## config.mk

```make
export PLATFORM = sky130hd
export DESIGN_NAME = key_debounce_long_short_press
export DESIGN_NICKNAME = d
export VERILOG_FILES = /design/src/sv/kbd_pkg.sv /design/src/sv/key_debounce_long_short_press.sv /design/src/sv/kbd_lane.sv /design/src/sv/kbd_merge.sv
export SDC_FILE = /design/constraint.sdc
export NUM_CORES = 1
export LEC_CHECK = 0
export ABC_CLOCK_PERIOD_IN_PS = 4410
export CORE_MARGIN = 2
export CORE_UTILIZATION = 40
export CTS_BUF_LIST = sky130_fd_sc_hd__clkbuf_16
export CTS_CLUSTER_DIAMETER = 150
export DETAILED_ROUTE_END_ITERATION = 10
export DONT_BUFFER_PORTS = 1
export GPL_TIMING_DRIVEN = 0
export PLACE_DENSITY = 0.56
export SLEW_MARGIN = 20
export SYNTH_ARGS = -nofsm -noshare
export SYNTH_HDL_FRONTEND = slang
export SYNTH_HIERARCHICAL = 1
export SYNTH_SLANG_ARGS = --single-unit
```

## constraint.sdc

```tcl
create_clock -name clk -period 4.41 [get_ports clk]
set_clock_uncertainty 0.15 [all_clocks]
set_input_delay 1.323 -clock clk [delete_from_list [all_inputs] [get_ports clk]]
set_output_delay 1.323 -clock clk [all_outputs]
set_load 0.03 [all_outputs]
```

## src/sv/kbd_pkg.sv

```systemverilog
// shared types and constants for the key debounce and long/short press block
// used by every module of the block; depends on nothing
package kbd_pkg;

  // key count and fixed field widths
  localparam int NUM_KEYS_DEF = 2;
  localparam int KEY_IN_W     = 2;
  localparam int THRESH_W     = 16;
  localparam int STEP_W       = 8;
  localparam int MASK_W       = 2;
  localparam int CFG_DATA_W   = 16;
  localparam int CFG_IDX_W    = 2;

  // register reset values
  localparam logic [THRESH_W-1:0] THRESH_RST = 16'd1000;
  localparam logic [STEP_W-1:0]   STEP_RST   = 8'd10;
  localparam logic [MASK_W-1:0]   MASK_RST   = 2'd2;

  // debounce settle count at which settling ends and key updates resume
  localparam logic [1:0] SETTLE_DONE = 2'd2;

  // register indexes on the configuration port
  typedef enum logic [CFG_IDX_W-1:0] {
    CFG_THRESHOLD  = 2'd0,
    CFG_HOLD_STEP  = 2'd1,
    CFG_SHORT_MASK = 2'd2
  } cfg_idx_t;

  // input item: one scan tick
  typedef struct packed {
    logic [KEY_IN_W-1:0] key_levels;
    logic                transfer_locked;
  } in_item_t;

  // result item: events and beeps of one scan
  typedef struct packed {
    logic [1:0] long_event_mask;
    logic [1:0] short_event_mask;
    logic [1:0] long_beeps;
    logic [1:0] short_beeps;
  } out_item_t;

  // what one key lane found this scan
  typedef struct packed {
    logic long_hit;
    logic short_hit;
  } lane_evt_t;

endpackage

```

## src/sv/key_debounce_long_short_press.sv

```systemverilog
// top level of the key debounce and long/short press detector
// depends on kbd_pkg, kbd_lane and kbd_merge
//
// Usage:
//   Input channel (in_valid/in_stall/in_data): one item per scan tick carrying
//   the raw level of each key (0 pressed) and the transfer-lock flag.
//   Output channel (out_valid/out_stall/out_data): exactly one result item per
//   input item with long/short event masks and long/short beep counts.
//   Configuration: cfg_we/cfg_index/cfg_data write the long press threshold,
//   the hold step and the short event enable mask; write only while idle.
//   Latency: the result item is valid the cycle after its input is accepted.
//   Throughput: one item per cycle while no result is stalled; every key has
//   its own lane whose update (one saturating add and one compare) completes
//   in the accept cycle; a single output register holds the merged result.
//   Stall: while a result waits with out_stall high, in_stall is high; the
//   moment the result is taken a new item can be taken in the same cycle.
//   Reset: rst (synchronous) restores register defaults, marks every key
//   released with zero hold count, and empties the output register.
module key_debounce_long_short_press #(
  parameter int NUM_KEYS = kbd_pkg::NUM_KEYS_DEF
) (
  input  logic                            clk,
  input  logic                            rst,
  input  logic                            in_valid,
  output logic                            in_stall,
  input  kbd_pkg::in_item_t               in_data,
  output logic                            out_valid,
  input  logic                            out_stall,
  output kbd_pkg::out_item_t              out_data,
  input  logic                            cfg_we,
  input  logic [kbd_pkg::CFG_IDX_W-1:0]   cfg_index,
  input  logic [kbd_pkg::CFG_DATA_W-1:0]  cfg_data
);
  import kbd_pkg::*;

  logic [THRESH_W-1:0] long_press_threshold;
  logic [STEP_W-1:0]   hold_step;
  logic [MASK_W-1:0]   short_enable_mask;
  logic                accept;
  lane_evt_t           lane_evt [NUM_KEYS];

  // configuration registers
  always_ff @(posedge clk) begin
    if (rst) begin
      long_press_threshold <= THRESH_RST;
      hold_step            <= STEP_RST;
      short_enable_mask    <= MASK_RST;
    end else if (cfg_we) begin
      case (cfg_idx_t'(cfg_index))
        CFG_THRESHOLD:  long_press_threshold <= cfg_data[THRESH_W-1:0];
        CFG_HOLD_STEP:  hold_step            <= cfg_data[STEP_W-1:0];
        CFG_SHORT_MASK: short_enable_mask    <= cfg_data[MASK_W-1:0];
        default: ;
      endcase
    end
  end

  // take an item whenever the output register is free or being emptied
  assign in_stall = out_valid && out_stall;
  assign accept   = in_valid && !in_stall;

  // one lane per key; keys past the input width read as pressed
  for (genvar k = 0; k < NUM_KEYS; k++) begin : g_lane
    logic lvl;
    logic sen;
    if (k < KEY_IN_W) begin : g_vis
      assign lvl = in_data.key_levels[k];
      assign sen = short_enable_mask[k];
    end else begin : g_hid
      assign lvl = 1'b0;
      assign sen = 1'b0;
    end
    kbd_lane u_lane (
      .clk       (clk),
      .rst       (rst),
      .accept    (accept),
      .level     (lvl),
      .locked    (in_data.transfer_locked),
      .short_en  (sen),
      .threshold (long_press_threshold),
      .step      (hold_step),
      .evt       (lane_evt[k])
    );
  end

  // merge lanes into the result item
  kbd_merge #(
    .NUM_KEYS (NUM_KEYS)
  ) u_merge (
    .clk       (clk),
    .rst       (rst),
    .accept    (accept),
    .lane_evt  (lane_evt),
    .out_stall (out_stall),
    .out_valid (out_valid),
    .out_data  (out_data)
  );

endmodule

```

## src/sv/kbd_lane.sv

```systemverilog
// one key lane: debounce, saturating hold count and long/short press decision
// depends on kbd_pkg
module kbd_lane (
  input  logic                          clk,
  input  logic                          rst,
  input  logic                          accept,
  input  logic                          level,
  input  logic                          locked,
  input  logic                          short_en,
  input  logic [kbd_pkg::THRESH_W-1:0]  threshold,
  input  logic [kbd_pkg::STEP_W-1:0]    step,
  output kbd_pkg::lane_evt_t            evt
);
  import kbd_pkg::*;

  logic                confirmed, confirmed_next;
  logic [THRESH_W-1:0] hold_count, hold_count_next;
  logic                long_done, long_done_next;
  logic                settling, settling_next;
  logic [1:0]          settle_count, settle_count_next;

  logic [1:0]          settle_inc;
  logic                go;
  logic [THRESH_W:0]   sum;
  logic [THRESH_W-1:0] sat;

  // saturating add of the hold step
  assign sum = {1'b0, hold_count} + {{(THRESH_W + 1 - STEP_W){1'b0}}, step};
  assign sat = sum[THRESH_W] ? {THRESH_W{1'b1}} : sum[THRESH_W-1:0];
  assign settle_inc = settle_count + 2'd1;

  // per-scan key update
  always_comb begin
    confirmed_next    = confirmed;
    hold_count_next   = hold_count;
    long_done_next    = long_done;
    settling_next     = settling;
    settle_count_next = settle_count;
    evt               = '0;
    go                = 1'b0;
    if (level != confirmed) begin
      // level change: start debounce, nothing else this scan
      settling_next     = 1'b1;
      settle_count_next = 2'd1;
      confirmed_next    = level;
    end else begin
      go = 1'b1;
      if (settling) begin
        settle_count_next = settle_inc;
        if (settle_inc < SETTLE_DONE) begin
          go = 1'b0;
        end else begin
          settling_next = 1'b0;
        end
      end
      if (go) begin
        if (!level) begin
          // pressed: grow count, fire long once
          hold_count_next = sat;
          if (sat >= threshold && !long_done) begin
            long_done_next = 1'b1;
            evt.long_hit   = !locked;
          end
        end else begin
          // released: short press if no long fired
          if (hold_count != '0 && !long_done) begin
            evt.short_hit = short_en && !locked;
          end
          hold_count_next = '0;
          long_done_next  = 1'b0;
        end
      end
    end
  end

  // key state, updated once per accepted item
  always_ff @(posedge clk) begin
    if (rst) begin
      confirmed    <= 1'b1;
      hold_count   <= '0;
      long_done    <= 1'b0;
      settling     <= 1'b0;
      settle_count <= '0;
    end else if (accept) begin
      confirmed    <= confirmed_next;
      hold_count   <= hold_count_next;
      long_done    <= long_done_next;
      settling     <= settling_next;
      settle_count <= settle_count_next;
    end
  end

endmodule

```

## src/sv/kbd_merge.sv

```systemverilog
// merge stage: combines lane events into masks and beep counts, holds the result item
// depends on kbd_pkg
module kbd_merge #(
  parameter int NUM_KEYS = kbd_pkg::NUM_KEYS_DEF
) (
  input  logic                          clk,
  input  logic                          rst,
  input  logic                          accept,
  input  kbd_pkg::lane_evt_t            lane_evt [NUM_KEYS],
  input  logic                          out_stall,
  output logic                          out_valid,
  output kbd_pkg::out_item_t            out_data
);
  import kbd_pkg::*;

  localparam int CNT_RAW = $clog2(NUM_KEYS + 1);
  localparam int CNT_W   = (CNT_RAW < 2) ? 2 : CNT_RAW;
  localparam int MASK_KEYS = (NUM_KEYS < 2) ? NUM_KEYS : 2;

  logic [CNT_W-1:0] long_cnt, short_cnt;
  logic [1:0]       long_mask, short_mask;
  out_item_t        item_next;
  logic             out_valid_next;

  // count beeps over all lanes, masks cover the two visible keys
  always_comb begin
    long_cnt   = '0;
    short_cnt  = '0;
    long_mask  = '0;
    short_mask = '0;
    for (int k = 0; k < NUM_KEYS; k++) begin
      long_cnt  = long_cnt + CNT_W'(lane_evt[k].long_hit);
      short_cnt = short_cnt + CNT_W'(lane_evt[k].short_hit);
    end
    for (int k = 0; k < MASK_KEYS; k++) begin
      long_mask[k]  = lane_evt[k].long_hit;
      short_mask[k] = lane_evt[k].short_hit;
    end
    item_next.long_event_mask  = long_mask;
    item_next.short_event_mask = short_mask;
    item_next.long_beeps       = long_cnt[1:0];
    item_next.short_beeps      = short_cnt[1:0];
  end

  // output register valid
  always_comb begin
    if (accept) begin
      out_valid_next = 1'b1;
    end else if (out_stall) begin
      out_valid_next = out_valid;
    end else begin
      out_valid_next = 1'b0;
    end
  end

  always_ff @(posedge clk) begin
    if (rst) begin
      out_valid <= 1'b0;
    end else begin
      out_valid <= out_valid_next;
    end
  end

  // result payload, loaded when an item is taken
  always_ff @(posedge clk) begin
    if (accept) begin
      out_data <= item_next;
    end
  end

endmodule

```

==> summary.md <==
| Metric | Value |
|---|---|
| Starting Density | 41.0% |
| CP max stage delay | 0.46 ns |
| Leak | 0.00254 µW |
| Core box area | 13300 µm² |
| Most common cell after layout, fill and taps aside | dfxtp_1 |
| DRC violations left | 0 |
| Die Span X | 121 µm |
| Site row count | 42 |
| Routed WL per cell | 17.8 µm |
| Initial antenna violation count | 0 |
| Port-buffer cells | 0 |
| Syn-to-layout area delta | 11.5% |
| Placed cell count | 804 |
| Gate power share | 11.3% |
| Clock period minus worst slack | 4.18 ns |
| Unrepaired setup endpoints after global routing | false |
| Maxcap violations | 0 |
| Worst hold path class | register to register |
| Worst slew margin | 63.6% |
| CTS root buf | clkbuf_16 |
| Via count of the first global-routing pass | 4492 |
| FILL cells | 1313 |
| Worst hold margin | 0.341 ns |
| Finished Cell Area | 6080 µm² |
| PD cells | 276 nW/µm² |
| Worst path bufs/invs | 1 |
| Most frequent cells in the layout | dfxtp_1 (69), nor2_1 (52), ha_1 (50) |
| DP Area | 5690 µm² |
| Hold Fails Final Rpt | 0 |
| Worst-margin pin slew | 0.542 ns |
| Setup violators final | 0 |
| Clk pwr share | 43.6% |
| Clock Latency Late Sink | 0.35 ns |
| Post-synthesis cell count | 627 |
| Total gr overflow | 0 |
| Crit-path cells | ha_1 > fa_1 > a211oi_4 > nor3_2 > o211ai_2 > clkbuf_4 > o21ai_1 > a21o_1 > ha_1 > nand4_1 > nor2_1 > o2111ai_1 > o211a_1 > nor4_4 > ha_1 |
| Max FO, Critical Path | 10 |
| CTS tree | built |
| Detailed Routing Iterations Pass 1 | 5 |
| Yosys reg bits | 77 |
| Synth warn | 6 |
| Final Max Slew Viols | 0 |
| Slowest cell on the critical path | fa_1 |
| ANT nets after route | 0 |
| Nets | 724 |
| Largest net degree at the start of global routing | 19 |
| Crit Path Class | register to register |
| Sinks on Clock Net | 77 |
| Fin cells | 827 |
| Sequential cell fraction of total power | 45.1% |
| TNS Setup | 0 ns |
| Dpl hpwl | 11.3 mm |
| 1st-iter DRT viols | 353 |
| Fmax | 239 MHz |
| Switching share of power | 26.3% |
| Mean Syn Cell Area | 8.70 µm² |
| Min-delay src | long_press_threshold[15]$_SDFFE_PP0P_ |
| Crit-path leading delay family | adder cells |
| Dominant cells by area after synthesis | dfxtp_1 (25%), ha_1 (11%), mux2i_1 (4.8%) |
| Final worst-path cycle share | 94.8% |
| Power, Total | 1680 µW |
| Cell Int Power | 1240 µW |
| WP data arrival | 4.12 ns |
| Vias post-DR | 4770 |
| Die area | 14600 µm² |
| Detail-routed via count per cell | 5.77 |
| Crit end category | register |
| Top cell by count, worst path | ha_1 |
| Total Routed Length | 14.8 mm |
| Top-area cell type share of the netlist area | 25.3% |
| CP startpoint | hold_step[0]$_SDFFE_PP0P_ |
| IO Count | 36 |
| Total track usage | 20.7% |
| Mapped Nets | 705 |
| Cell taking the most area after synthesis | dfxtp_1 |
| Primary FF master, synth | dfxtp_1 |
| # H-tree levels | 3 |
| Register area share after synthesis | 29.7% |
| Mapped cell area | 5450 µm² |
| CP Launch Type | register |
| Antenna cell count | 0 |
| # hold bufs at CTS | 0 |
| Setup slack, reg-to-reg | 0.23 ns |
| Num CTS Buffers | 9 |
| Fraction of layout cells with a size suffix above 1 | 11.2% |
| Async set-reset flop share out of synthesis | 0% |
| Clock-pin slew on the worst setup and hold paths | 0.06 ns |
| Max rail drop VDD | 0.000188 V |
| EDFF count, synth | 8 |
| Die Span Y | 121 µm |
| GP Congestion | 0.890 |
| Net Sw Power | 442 µW |
| First-pass GRT wire length | 23.4 mm |
| Bufs on Longest Clock Path | 2 |
| CP required | 4.35 ns |
| Synth cell types | 64 |
| Reg-to-Reg Start | hold_step[0]$_SDFFE_PP0P_ |
| Status | complete, no violations |
[power groups by stage]
stage,sequential [µW],combinational [µW],clock (µW)
after global routing,761,209,782
final,758,190,732
after global placement,773,176,0
after floorplan,766,142,0
after CTS,758,185,745
after detailed placement,773,183,0
[cells by family (layout without fill, tap and decap cells)]
logic type               count (synthesis)  after routing  share of synthesized area [%]
AO/OA/AOI/OAI                          195            195                           25.3
AND/OR/NAND/NOR                        193            193                           18.6
flip-flops                              77             77                           29.7
buffers and inverters                   70             94                           6.63
adder cells (fa/ha/maj)                 52             52                           12.2
multiplexers                            32             32                           6.01
XOR/XNOR                                 8              8                           1.56
[cell type report]
| cell class | count | area (µm²) | area share [%] |
|---|---|---|---|
| Buffer | 28 | 209 | 3.43 |
| Clock buffer | 9 | 225 | 3.70 |
| Clock inverter | 7 | 57.6 | 0.946 |
| Inverter | 42 | 158 | 2.59 |
| Multi-Input combinational cell | 480 | 3520 | 57.9 |
| Sequential cell | 77 | 1620 | 26.7 |
| Tap cell | 176 | 220 | 3.62 |
| Timing Repair Buffer | 8 | 67.6 | 1.11 |
[metrics by stage]
stage / util, % / setup WS, ns
floorplan: - / 0.473
CTS: 45.1 / 0.00697
global route: 45.8 / 0.00703
finish: 45.8 / 0.230
global placement: 42.7 / -0.132
detailed placement: 42.8 / -0.0886
[worst register-to-register path: cells and delay by family (launching register included)]
| kind | cells | cell delay (ns) |
|---|---|---|
| and+or+nand+nor | 4 | 0.60 |
| DFF | 1 | 0.35 |
| AOI/OAI and AO/OA | 6 | 1.28 |
| adders and majority gates | 4 | 1.30 |
| buffers and inverters | 1 | 0.27 |
[path summary, 6_finish.rpt]
| kind | to | depth (start not counted) |
|---|---|---|
| worst max register to register | u_merge/out_data[2]$_DFFE_PP_ | 15 |
| worst min-delay path | long_press_threshold[15]$_SDFFE_PP0P_ | 2 |
| worst min register to register | long_press_threshold[15]$_SDFFE_PP0P_ | 2 |
| worst max-delay path | u_merge/out_data[2]$_DFFE_PP_ | 15 |
[cell usage after synthesis, types with 14 or more instances]
library cell and n:
inv_1 42, nand2_1 34, a21o_1 16, a22o_1 18
o21ai_1 18, nor4_1 14, a21oi_1 29, dfxtp_1 69
o21ai_0 26, ha_1 50, nor2_1 55, nand2b_1 40
mux2i_1 26
[routing by layer]
layer	global-route usage, %	share of wire [%]
met5	0	0
met4	6.25	1.5
met3	3.73	6.0
met2	32.6	45
met1	28.8	48
[registers in the layout (all words and copies together), names as in the netlist]
name and count:
u_merge/out_data 8, g_lane.u_lane/settling 2, short_enable_mask 2, long_press_threshold 16, g_lane.u_lane/confirmed 2, hold_step 8, g_lane.u_lane/hold_count 32, u_merge/out_valid 1
g_lane.u_lane/long_done 2, g_lane.u_lane/settle_count 4
[timing repair]
action,CTS,global route
pin swaps,0,4
setup endpoints to repair,1,3
resized for setup,5,7
buffers inserted,0,7
(Power assumes the default switching activity.)
